[config.mk]
export PLATFORM = sky130hd
export DESIGN_NAME = dedup_sound_request_queue_top
export DESIGN_NICKNAME = d
export VERILOG_FILES = /design/src/sv/dsrq_pkg.sv /design/src/sv/dsrq_front.sv /design/src/sv/dsrq_cmd_fifo.sv /design/src/sv/dsrq_back.sv /design/src/sv/dedup_sound_request_queue_top.sv
export SDC_FILE = /design/constraint.sdc
export NUM_CORES = 2
export LEC_CHECK = 0
export BUFFER_PORTS_ARGS = -buffer_cell sky130_fd_sc_hd__buf_2
export CORE_MARGIN = 5
export CORE_UTILIZATION = 55
export CTS_BUF_LIST = sky130_fd_sc_hd__clkbuf_16
export DETAILED_ROUTE_END_ITERATION = 16
export PLACE_DENSITY = 0.79
export SETUP_SLACK_MARGIN = 0.3
export SYNTH_ARGS = -nofsm -noshare
export SYNTH_HDL_FRONTEND = slang
export SYNTH_SLANG_ARGS = --single-unit
[constraint.sdc]
create_clock -name clock -period 7.2 [get_ports clock]
set_input_delay 0 -clock clock [delete_from_list [all_inputs] [get_ports clock]]
set_output_delay 0 -clock clock [all_outputs]
set_load 0.1 [all_outputs]
[src/sv/dsrq_pkg.sv]
// ----------------------------------------------------------------------------
// dsrq_pkg
// Shared types and constants of the deduplicating sound request queue.
// ----------------------------------------------------------------------------
package dsrq_pkg;

   localparam int QUEUE_SLOTS     = 16;
   localparam int ADDR_W          = $clog2(QUEUE_SLOTS);
   localparam int CMD_QUEUE_DEPTH = 2;

   localparam logic [1:0] MODE_ADD   = 2'd0;
   localparam logic [1:0] MODE_DRAIN = 2'd1;
   localparam logic [1:0] MODE_CLEAR = 2'd2;
   localparam logic [1:0] MODE_SPARE = 2'd3;

   localparam logic [1:0] STATUS_QUEUED    = 2'd0;
   localparam logic [1:0] STATUS_DUPLICATE = 2'd1;
   localparam logic [1:0] STATUS_FULL      = 2'd2;

   localparam logic KIND_STATUS = 1'b0;
   localparam logic KIND_PLAY   = 1'b1;

   localparam logic [3:0] CHANNEL_TOP    = 4'd15;
   localparam logic [3:0] LOWEST_DEFAULT = 4'd8;

   typedef struct packed {
      logic [1:0]  mode;
      logic [7:0]  sfx_id;
      logic [15:0] rate_scale;
      logic [6:0]  volume;
      logic [11:0] source_pos;
      logic [11:0] camera_inset;
      logic [15:0] base_rate;
   } req_type;

   typedef struct packed {
      logic        kind;
      logic [1:0]  status;
      logic [3:0]  channel;
      logic [7:0]  play_sfx_id;
      logic [17:0] play_frequency;
      logic [6:0]  play_volume;
      logic [6:0]  play_pan;
      logic        last;
   } rsp_type;

   typedef struct packed {
      logic [1:0]  op;
      logic [7:0]  sfx_id;
      logic [15:0] rate_scale;
      logic [6:0]  volume;
      logic [6:0]  pan;
      logic [15:0] base_rate;
   } cmd_type;

   typedef struct packed {
      logic [7:0]  sfx_id;
      logic [6:0]  pan;
      logic [15:0] rate_scale;
      logic [6:0]  volume;
      logic [15:0] base_rate;
   } entry_type;

endpackage

[src/sv/dsrq_front.sv]
// ----------------------------------------------------------------------------
// dsrq_front
// Accepts request transactions, quantizes the pan and forms queue commands.
// ----------------------------------------------------------------------------
module dsrq_front (
   input  logic              req_valid,
   output logic              req_ready,
   input  dsrq_pkg::req_type req_data,
   input  logic              cmd_full,
   output logic              cmd_push,
   output dsrq_pkg::cmd_type cmd_data
);

   localparam logic signed [12:0] PAN_EDGE_0 = 13'sd32;
   localparam logic signed [12:0] PAN_EDGE_1 = 13'sd96;
   localparam logic signed [12:0] PAN_EDGE_2 = 13'sd160;
   localparam logic signed [12:0] PAN_EDGE_3 = 13'sd244;

   logic signed [12:0] diff;
   logic [6:0]         pan;
   logic               known_mode;

   assign diff = $signed({1'b0, req_data.source_pos})
               - $signed({1'b0, req_data.camera_inset});

   always_comb begin
      if (diff < PAN_EDGE_0) begin
         pan = 7'd0;
      end else if (diff < PAN_EDGE_1) begin
         pan = 7'd32;
      end else if (diff < PAN_EDGE_2) begin
         pan = 7'd64;
      end else if (diff < PAN_EDGE_3) begin
         pan = 7'd95;
      end else begin
         pan = 7'd127;
      end
   end

   // unused mode code is taken and discarded
   assign known_mode = (req_data.mode == dsrq_pkg::MODE_ADD)
                    || (req_data.mode == dsrq_pkg::MODE_DRAIN)
                    || (req_data.mode == dsrq_pkg::MODE_CLEAR);

   assign req_ready = !cmd_full;
   assign cmd_push  = req_valid && !cmd_full && known_mode;

   always_comb begin
      cmd_data.op         = req_data.mode;
      cmd_data.sfx_id     = req_data.sfx_id;
      cmd_data.rate_scale = req_data.rate_scale;
      cmd_data.volume     = req_data.volume;
      cmd_data.pan        = pan;
      cmd_data.base_rate  = req_data.base_rate;
   end

endmodule

[src/sv/dsrq_cmd_fifo.sv]
// ----------------------------------------------------------------------------
// dsrq_cmd_fifo
// Short command queue between the front and back sections.
// ----------------------------------------------------------------------------
module dsrq_cmd_fifo (
   input  logic              clock,
   input  logic              reset,
   input  logic              push,
   input  dsrq_pkg::cmd_type push_data,
   output logic              full,
   input  logic              pop,
   output logic              pop_valid,
   output dsrq_pkg::cmd_type pop_data
);

   localparam int DEPTH = dsrq_pkg::CMD_QUEUE_DEPTH;
   localparam int PTR_W = (DEPTH > 1) ? $clog2(DEPTH) : 1;
   localparam int CNT_W = $clog2(DEPTH + 1);

   dsrq_pkg::cmd_type slot_ff [DEPTH];
   logic [PTR_W-1:0]  wr_ptr_ff, wr_ptr_in;
   logic [PTR_W-1:0]  rd_ptr_ff, rd_ptr_in;
   logic [CNT_W-1:0]  count_ff, count_in;
   logic              do_push, do_pop;

   assign full      = (count_ff == CNT_W'(DEPTH));
   assign pop_valid = (count_ff != '0);
   assign pop_data  = slot_ff[rd_ptr_ff];
   assign do_push   = push && !full;
   assign do_pop    = pop && pop_valid;

   always_comb begin
      wr_ptr_in = wr_ptr_ff;
      rd_ptr_in = rd_ptr_ff;
      count_in  = count_ff;
      if (do_push) begin
         wr_ptr_in = (wr_ptr_ff == PTR_W'(DEPTH - 1)) ? '0 : wr_ptr_ff + PTR_W'(1);
      end
      if (do_pop) begin
         rd_ptr_in = (rd_ptr_ff == PTR_W'(DEPTH - 1)) ? '0 : rd_ptr_ff + PTR_W'(1);
      end
      if (do_push && !do_pop) begin
         count_in = count_ff + CNT_W'(1);
      end else if (do_pop && !do_push) begin
         count_in = count_ff - CNT_W'(1);
      end
   end

   always_ff @(posedge clock) begin
      if (reset) begin
         wr_ptr_ff <= '0;
         rd_ptr_ff <= '0;
         count_ff  <= '0;
      end else begin
         wr_ptr_ff <= wr_ptr_in;
         rd_ptr_ff <= rd_ptr_in;
         count_ff  <= count_in;
      end
   end

   always_ff @(posedge clock) begin
      if (do_push) begin
         slot_ff[wr_ptr_ff] <= push_data;
      end
   end

endmodule

[src/sv/dsrq_back.sv]
// ----------------------------------------------------------------------------
// dsrq_back
// Executes queue commands: duplicate search and insert, drain, clear.
// ----------------------------------------------------------------------------
module dsrq_back (
   input  logic              clock,
   input  logic              reset,
   input  logic [3:0]        lowest_channel,
   input  logic              cmd_valid,
   input  dsrq_pkg::cmd_type cmd_data,
   output logic              cmd_pop,
   output logic              rsp_valid,
   input  logic              rsp_ready,
   output dsrq_pkg::rsp_type rsp_data
);

   localparam int AW = dsrq_pkg::ADDR_W;
   localparam logic [AW-1:0] LAST_SLOT = AW'(dsrq_pkg::QUEUE_SLOTS - 1);

   typedef enum logic [4:0] {
      ST_IDLE   = 5'b00001,
      ST_CHECK  = 5'b00010,
      ST_STATUS = 5'b00100,
      ST_FETCH  = 5'b01000,
      ST_EMIT   = 5'b10000
   } state_type;

   state_type           state_ff, state_in;
   logic [AW-1:0]       idx_ff, idx_in;
   logic [AW-1:0]       count_ff, count_in;
   logic [3:0]          chan_ff, chan_in;
   logic [1:0]          status_ff, status_in;
   dsrq_pkg::cmd_type   cmd_ff, cmd_in;
   logic                rsp_valid_ff, rsp_valid_in;
   dsrq_pkg::rsp_type   rsp_data_ff, rsp_data_in;
   dsrq_pkg::entry_type store [dsrq_pkg::QUEUE_SLOTS];
   dsrq_pkg::entry_type rd_data_ff;
   dsrq_pkg::entry_type wr_entry;
   logic [31:0]         prod_ff;
   logic                wr_en;
   logic                out_free;
   logic                match;

   assign out_free  = !rsp_valid_ff || rsp_ready;
   assign rsp_valid = rsp_valid_ff;
   assign rsp_data  = rsp_data_ff;

   assign match = (rd_data_ff.sfx_id == cmd_ff.sfx_id)
               && (rd_data_ff.pan == cmd_ff.pan)
               && (rd_data_ff.rate_scale == cmd_ff.rate_scale)
               && (rd_data_ff.volume == cmd_ff.volume);

   always_comb begin
      wr_entry.sfx_id     = cmd_in.sfx_id;
      wr_entry.pan        = cmd_in.pan;
      wr_entry.rate_scale = cmd_in.rate_scale;
      wr_entry.volume     = cmd_in.volume;
      wr_entry.base_rate  = cmd_in.base_rate;
   end

   always_comb begin
      state_in     = state_ff;
      idx_in       = idx_ff;
      count_in     = count_ff;
      chan_in      = chan_ff;
      status_in    = status_ff;
      cmd_in       = cmd_ff;
      rsp_valid_in = rsp_valid_ff && !rsp_ready;
      rsp_data_in  = rsp_data_ff;
      wr_en        = 1'b0;
      cmd_pop      = 1'b0;
      unique case (state_ff)
         ST_IDLE: begin
            if (cmd_valid) begin
               cmd_pop = 1'b1;
               cmd_in  = cmd_data;
               idx_in  = '0;
               case (cmd_data.op)
                  dsrq_pkg::MODE_ADD: begin
                     if (count_ff == LAST_SLOT) begin
                        status_in = dsrq_pkg::STATUS_FULL;
                        state_in  = ST_STATUS;
                     end else if (count_ff == '0) begin
                        wr_en     = 1'b1;
                        count_in  = count_ff + AW'(1);
                        status_in = dsrq_pkg::STATUS_QUEUED;
                        state_in  = ST_STATUS;
                     end else begin
                        state_in = ST_CHECK;
                     end
                  end
                  dsrq_pkg::MODE_DRAIN: begin
                     if (count_ff != '0) begin
                        state_in = ST_FETCH;
                     end
                  end
                  dsrq_pkg::MODE_CLEAR: begin
                     count_in = '0;
                  end
                  default: begin
                  end
               endcase
            end
         end
         ST_CHECK: begin
            if (match) begin
               status_in = dsrq_pkg::STATUS_DUPLICATE;
               state_in  = ST_STATUS;
            end else if (idx_ff == count_ff - AW'(1)) begin
               wr_en     = 1'b1;
               count_in  = count_ff + AW'(1);
               status_in = dsrq_pkg::STATUS_QUEUED;
               state_in  = ST_STATUS;
            end else begin
               idx_in = idx_ff + AW'(1);
            end
         end
         ST_STATUS: begin
            if (out_free) begin
               rsp_valid_in       = 1'b1;
               rsp_data_in        = '0;
               rsp_data_in.kind   = dsrq_pkg::KIND_STATUS;
               rsp_data_in.status = status_ff;
               state_in           = ST_IDLE;
            end
         end
         ST_FETCH: begin
            state_in = ST_EMIT;
         end
         ST_EMIT: begin
            if (out_free) begin
               rsp_valid_in               = 1'b1;
               rsp_data_in.kind           = dsrq_pkg::KIND_PLAY;
               rsp_data_in.status         = dsrq_pkg::STATUS_QUEUED;
               rsp_data_in.channel        = chan_ff;
               rsp_data_in.play_sfx_id    = rd_data_ff.sfx_id;
               rsp_data_in.play_frequency = prod_ff[31:14];
               rsp_data_in.play_volume    = rd_data_ff.volume;
               rsp_data_in.play_pan       = rd_data_ff.pan;
               rsp_data_in.last           = (idx_ff == count_ff - AW'(1));
               chan_in = (chan_ff <= lowest_channel) ? dsrq_pkg::CHANNEL_TOP
                                                     : chan_ff - 4'd1;
               if (idx_ff == count_ff - AW'(1)) begin
                  count_in = '0;
                  state_in = ST_IDLE;
               end else begin
                  idx_in   = idx_ff + AW'(1);
                  state_in = ST_FETCH;
               end
            end
         end
         default: begin
            state_in = ST_IDLE;
         end
      endcase
   end

   always_ff @(posedge clock) begin
      if (reset) begin
         state_ff     <= ST_IDLE;
         count_ff     <= '0;
         chan_ff      <= dsrq_pkg::CHANNEL_TOP;
         rsp_valid_ff <= 1'b0;
      end else begin
         state_ff     <= state_in;
         count_ff     <= count_in;
         chan_ff      <= chan_in;
         rsp_valid_ff <= rsp_valid_in;
      end
   end

   always_ff @(posedge clock) begin
      idx_ff      <= idx_in;
      status_ff   <= status_in;
      cmd_ff      <= cmd_in;
      rsp_data_ff <= rsp_data_in;
      prod_ff     <= {16'd0, rd_data_ff.base_rate} * {16'd0, rd_data_ff.rate_scale};
   end

   // entry store, read address follows the scan index
   always_ff @(posedge clock) begin
      if (wr_en) begin
         store[count_ff] <= wr_entry;
      end
      rd_data_ff <= store[idx_in];
   end

endmodule

[src/sv/dedup_sound_request_queue_top.sv]
// ----------------------------------------------------------------------------
// dedup_sound_request_queue_top
// Sound request queue with duplicate suppression, pan quantization and
// channel rotation on drain.
// ----------------------------------------------------------------------------
// add: status once the queued entries are scanned one per cycle, up to the first duplicate
// drain: each queued entry is read in FETCH, then sent as a play command in EMIT
// clear: drops all; a command queue of two lets the front accept while the back works
// reset is synchronous: queue empty, channel 15, lowest channel 8, store not cleared
// ----------------------------------------------------------------------------
module dedup_sound_request_queue_top (
   input  logic              clock,
   input  logic              reset,
   input  logic              req_valid,
   output logic              req_ready,
   input  dsrq_pkg::req_type req_data,
   output logic              rsp_valid,
   input  logic              rsp_ready,
   output dsrq_pkg::rsp_type rsp_data,
   input  logic              csr_valid,
   output logic              csr_ready,
   input  logic [3:0]        csr_data
);

   logic              cmd_full;
   logic              cmd_push;
   dsrq_pkg::cmd_type cmd_push_data;
   logic              cmd_pop;
   logic              cmd_valid;
   dsrq_pkg::cmd_type cmd_pop_data;
   logic [3:0]        lowest_ff, lowest_in;

   assign csr_ready = 1'b1;
   assign lowest_in = (csr_valid && csr_ready) ? csr_data : lowest_ff;

   always_ff @(posedge clock) begin
      if (reset) begin
         lowest_ff <= dsrq_pkg::LOWEST_DEFAULT;
      end else begin
         lowest_ff <= lowest_in;
      end
   end

   dsrq_front u_front (
      .req_valid (req_valid),
      .req_ready (req_ready),
      .req_data  (req_data),
      .cmd_full  (cmd_full),
      .cmd_push  (cmd_push),
      .cmd_data  (cmd_push_data)
   );

   dsrq_cmd_fifo u_cmd_fifo (
      .clock     (clock),
      .reset     (reset),
      .push      (cmd_push),
      .push_data (cmd_push_data),
      .full      (cmd_full),
      .pop       (cmd_pop),
      .pop_valid (cmd_valid),
      .pop_data  (cmd_pop_data)
   );

   dsrq_back u_back (
      .clock          (clock),
      .reset          (reset),
      .lowest_channel (lowest_ff),
      .cmd_valid      (cmd_valid),
      .cmd_data       (cmd_pop_data),
      .cmd_pop        (cmd_pop),
      .rsp_valid      (rsp_valid),
      .rsp_ready      (rsp_ready),
      .rsp_data       (rsp_data)
   );

endmodule

# Yosys cells after proc, flatten, opt, wreduce, memory -nomap -nowiden
# Memory sizes are Yosys's and may differ from the RTL's. A register that Yosys moved wholly into a read port is not among the register bits.
# Cells that the tools add are included.
# word_totals
in_bits	82
mem_count	2
regBits	162
latch_bits	0
output_inout_bits	51
elab_cells	167
mem_bits_ro	0
ramBits	976
# classes
multipliers	1
n_lt_le_gt_ge	5
reduce_logical	33
n_addsub	9
mux	63
n_eq_ne	30
bitwise	0
shifts	0
n_div	0
# memory_table
memory	words	width	read_ports	rd_clocked_by_memory_dff	wr	line_no	text
u_back.store	16	54	1	1	1	dsrq_back.sv:36	dsrq_pkg::entry_type store [dsrq_pkg::QUEUE_SLOTS];
u_cmd_fifo.slot_ff	2	56	1	1	1	dsrq_cmd_fifo.sv:20	dsrq_pkg::cmd_type slot_ff [DEPTH];
# ops
op	count
two-way mux 54 bit	2
two-way mux 48 bit	2
one-hot mux 48 bit (2 select lines)	1
two-way mux 4 bit	13
two-way mux 5 bit	7
multiplier 16 x 16 -> 32 bit	1
< comparator 13 x 9 -> 1 bit (second input constant)	2
one-hot mux 5 bit (5 select lines)	1
one-hot mux 4 bit (3 select lines)	2
two-way mux 7 bit	3
two-way mux 1 bit	18
== test 16 bit	1
two-way mux 2 bit	8
== test 7 bit	2
< comparator 13 x 7 -> 1 bit (second input constant)	1
< comparator 13 x 8 -> 1 bit (second input constant)	1
subtractor 12 x 12 -> 13 bit	1
logical AND 1 bit	10
one-hot mux 5 bit (2 select lines)	1
!= test 3 bit (second input constant)	3
AND reduction 9 bit	1
adder 4 x 1 -> 4 bit (second input constant)	2
== test 8 bit	1
!= test 2 x 1 -> 1 bit (second input constant)	4
other kinds (34)	53

# Longest topological paths before layout
# logic_depth
ltp_word	9
ltp_mapped	24
ltp_nobuf	23

# By module
# A second synthesis with hierarchy kept.
# unflattened
cells_unflattened	3505
hier_area_um2	53681.5
# by_module_without_submodules
mod	cells_per_inst	instances	area_each_um2	seq_area_each_um2
dsrq_back	3114	1	48026.1	30329.1
dsrq_cmd_fifo	199	1	4254.1	3463.3
dsrq_front	177	1	1246.2	0.0
dedup_sound_request_queue_top	15	1	155.1	80.1

# Worst setup path before layout
# Ideal clock, no wire load.
# synth_timing
path_type	flip-flop to flip-flop
startpoint	reg u_back.count_ff[0]
endpoint	mem u_back.store[1][0] (netlist bit), enable pin
n_path_buf	1
setup_time_ns	0.532
t_arrival_ns	5.568
t_required_ns	6.668
synth_period_minus_slack_ns	6.100
stages_incl_launch_ff	10
path_slack_ns	1.100
path_cell_list	dfxtp_1 -> inv_1 -> ha_1 -> xor2_1 -> nand3_1 -> or2_2 -> buf_2 -> o22ai_1 -> nand2_1 -> nor3_1
# synth_via
elab_chain_len	8
elab_cells_between_ends	13
classes_between	add/sub (1); eq/ne (2); mux (9); reduce/logical (1)
# synth_lines
element	line_no	text
start, declared	dsrq_back.sv:30	logic [AW-1:0] count_ff, count_in;
start signal, assigned	dsrq_back.sv:166	count_ff <= count_in;
parallel branches: the longest is 8 deep, another holds subtractor 4 x 1 -> 4 bit	--	
end, declared	dsrq_back.sv:36	
# Several ways; the timed one is not identified.

# Final worst setup path
# layout_timing
startpoint	reg u_back.rd_data_ff[26] (netlist name)
endpoint	reg u_back.prod_ff[31]
# layout_via
elab_chain_len	1
# layout_lines
element	line_no	text
multiplier 16 x 16 -> 32 bit	dsrq_back.sv:177	prod_ff <= {16'd0, rd_data_ff.base_rate} * {16'd0, rd_data_ff.rate_scale};
end signal, assigned	dsrq_back.sv:177	
end, declared	dsrq_back.sv:39	logic [31:0] prod_ff;
# Every way passes these cells.
# A chain may end at the register's enable or synchronous reset.

==> results.py <==
metrics = {
    "outcome": {
        "status": "finished clean",
    },
    "synthesis": {
        "synth_edf_count": 1018,
        "synth_cell_types": 81,
        "synthArstFlopShare_pct": 0,
        "synthTopCellsByCount": "edfxtp_1, nand3_1, and3_1",
        "synth_area_leaders": "edfxtp_1, fa_1, dfxtp_1",
        "synth-seq-cells": 1171,
        "yosys.area.top_type": "edfxtp_1",
        "syn_nets": 4483,
        "yosys.area.top_type_share_pct": 56.0,
        "yosys_warnings": 0,
        "syn_inst": 4084,
        "synth_area_um2": 54600,
        "synth_flop_cell": "edfxtp_1",
        "yosysSeqAreaShare_pct": 61.6,
        "synth.avg_cell_area_um2": 13.4,
        "synth_most_common_cell": "edfxtp_1",
    },
    "clocking": {
        "postCtsResizedCells": 0,
        "post_cts_buffers": 0,
        "htreeDepth": 3,
        "clkTransAtPathRegs_ns": 0.06,
        "cts_hold_buf": 97,
        "cts-root-buf": "clkbuf_16",
        "numCtsBuffers": 114,
        "clk_latency_ns": 0.72,
        "cts_sinks": 1171,
        "cts_max_path_buffers": 3,
        "cts_tree": "yes",
    },
    "job": {
        "drv_cap": 0,
    },
    "global_route": {
        "antenna_found_initial": 3,
        "overflow": 0,
        "grt_first_pass_wirelength_mm": 216,
        "grt_pass1_vias": 35533,
        "grt_util_all_layers_pct": 26.6,
        "grt_start_max_net_pins": 217,
    },
    "drt": {
        "ant_nets": 0,
        "routedWlPerCell_um": 25.5,
        "via_count": 35285,
        "drt_wl_total_mm": 143,
        "drc": 0,
        "first_pass_iters": 8,
        "first_iter_violations": 4518,
        "via_per_inst": 6.30,
    },
    "critical_path": {
        "crit_arrival_ns": 7.17,
        "cp-start-kind": "register",
        "rrSetupSlack_ns": 0.61,
        "reg2reg_from": "u_back.rd_data_ff[26]",
        "rr_endpoint": "u_back.prod_ff[31]",
        "reg2regPathDepth": 20,
        "worstPathMaxFanout": 17,
        "cp_common_cell": "fa_1",
        "crit_type": "reg -> reg",
        "crit_required_ns": 7.78,
        "slowest_delay_ns": 0.84,
        "path_cells": "nand2_1 -> fa_1 -> fa_1 -> inv_1 -> fa_1 -> fa_1 -> fa_1 -> inv_1 -> fa_1 -> inv_1 -> ha_1 -> a21o_1 -> a21o_1 -> a21o_1 -> a31o_2 -> a41o_1 -> a41o_1 -> a211oi_1 -> o21bai_1 -> xnor2_1",
        "crit_slowest_cell": "dfxtp_1",
        "setup.worst_path.end_class": "register",
    },
    "timing": {
        "fin_crit_sh_pct": 91.5,
        "finalMaxSlewViolations": 0,
        "worst_slew_pin_slew_ns": 1.40,
        "min_period_ns": 6.59,
        "setup_violations": 0,
        "fin_skew_ns": 0.0382,
        "rsz0062_at_grt": "no",
        "fmax_mhz": 152,
        "hold_viol": 0,
        "slew_headroom_pct": 6.78,
        "tns_ns": 0,
    },
    "hold_path": {
        "min_path_cells": 5,
        "min_path_type": "in -> reg",
        "hold-path-endpoint": "u_cmd_fifo.slot_ff[1][21]",
        "min_from": "req_data[27]",
    },
    "floorplan": {
        "ioPinCount": 133,
        "rows": 115,
        "die_h_um": 325,
        "core_region_area_um2": 98400,
        "initial_core_util_pct": 55.5,
        "dieArea_um2": 106000,
        "die_w_um": 325,
    },
    "layout": {
        "final_layout_size_suffix_gt1_share_pct": 12.6,
        "final_cells": 5604,
        "final_area_um2": 61000,
        "nNetsFinal": 4614,
        "syn2layout_area_growth_pct": 11.7,
        "fillCellCount": 7272,
    },
    "placed_design": {
        "dp_hpwl_mm": 81.7,
        "portBuffers": 131,
        "postPlaceCellArea_um2": 56500,
        "gp_congestion": 0.879,
        "post-place-cells": 5288,
    },
}
==> sequential cells by signal, indices dropped and copies added, names as in the netlist, 2 cells and up, named ones only <==
register,cells
lowest_ff,4
u_back.chan_ff,4
u_back.cmd_ff,54
u_back.count_ff,4
u_back.idx_ff,4
u_back.prod_ff,18
u_back.rd_data_ff,54
u_back.rsp_data,48
u_back.state_ff,5
u_back.status_ff,2
u_back.store,864
u_cmd_fifo.count_ff,2
u_cmd_fifo.slot_ff,104
==> layer usage <==
| layer | wire [um] | up-vias | share of wire, % | global-route usage, % |
|---|---|---|---|---|
| li1 | - | 15359 | - | - |
| met1 | 54500 | 17444 | 38 | 35.6 |
| met2 | 68000 | 2139 | 48 | 43.1 |
| met3 | 15100 | 341 | 11 | 5.58 |
| met4 | 5480 | 2 | 3.8 | 10.0 |
| met5 | 10 | - | 0.0070 | 0 |
==> metrics by stage <==
| step | setup slack, ns | utilization [%] | hold slack [ns] |
|---|---|---|---|
| after floorplan | 1.10 | - | 0.0989 |
| after global placement | 0.815 | 57.4 | 0.189 |
| after detailed placement | 0.623 | 57.4 | 0.192 |
| after CTS | 0.598 | 62.0 | 0.00199 |
| after global routing | 0.344 | 62.0 | 0.00768 |
| final | 0.612 | 62.0 | 0.0189 |
==> placed cells by master, fill, tap and decap left out, types with 34 or more instances in the layout <==
master,n
a2111oi_0,34
a2111oi_2,49
a21oi_1,83
a41oi_1,54
and2_1,141
and3_1,352
buf_2,131
buf_4,68
clkbuf_16,115
clkinv_1,34
dfxtp_1,152
dlygate4sd3_1,97
edfxtp_1,1018
fa_1,193
ha_1,124
inv_1,289
mux2i_1,56
nand2_1,153
nand3_1,443
nor2_1,88
o21ai_0,235
xor2_1,52
==> layout make-up <==
cell class / instances / area, um2 / area share (%)
clock buffers: 115 / 2880 / 4.71
flip-flops and latches: 1171 / 33600 / 55.1
inverters: 267 / 1010 / 1.65
multi-input cells: 2357 / 19000 / 31.1
clock inverters: 100 / 638 / 1.05
well taps: 1287 / 1610 / 2.64
repair buffers: 304 / 2300 / 3.76
diodes: 3 / 7.51 / 0.0123
==> worst max-delay path, delay by kind of cell (launching register included) <==
kind	cells	cell delay [ns]
buffers and inverters	3	0.15
AO/OA/AOI/OAI	8	1.84
AND/OR/NAND/NOR	1	0.16
XOR/XNOR	1	0.13
flip-flops	1	0.84
adder cells (fa/ha/maj)	7	3.33
==> worst max-delay path by stage <==
stage | end | slack [ns] | startpoint | cells past startpoint
6_report | u_back.prod_ff[31] | 0.61 | u_back.rd_data_ff[26] | 20
5_1_grt | u_back.prod_ff[31] | 0.34 | u_back.rd_data_ff[25] | 20
4_1_cts | u_back.prod_ff[31] | 0.60 | u_back.rd_data_ff[25] | 20
3_5_place_dp | u_back.prod_ff[31] | 0.62 | u_back.rd_data_ff[25] | 20
3_3_place_gp | u_back.prod_ff[31] | 0.81 | u_back.rd_data_ff[26] | 20
2_1_floorplan | u_back.store[1][0] | 1.10 | u_back.count_ff[0] | 9
==> kinds of logic (layout without fill, tap and decap cells) <==
family | Yosys count | after routing | synth area share, %
xor gates and xnor gates | 76 | 76 | 1.24
muxes | 59 | 59 | 1.09
DFF | 1171 | 1171 | 61.6
buffers and inverters | 556 | 786 | 4.11
other | 1 | 4 | 0.00687
and+or+nand+nor | 1304 | 1304 | 13.1
AOI/OAI and AO/OA | 600 | 600 | 8.99
adders and majority gates | 317 | 317 | 9.91
Power is not shown: default switching activity piles up to over one toggle a cycle in this logic, so the estimate is an artifact.
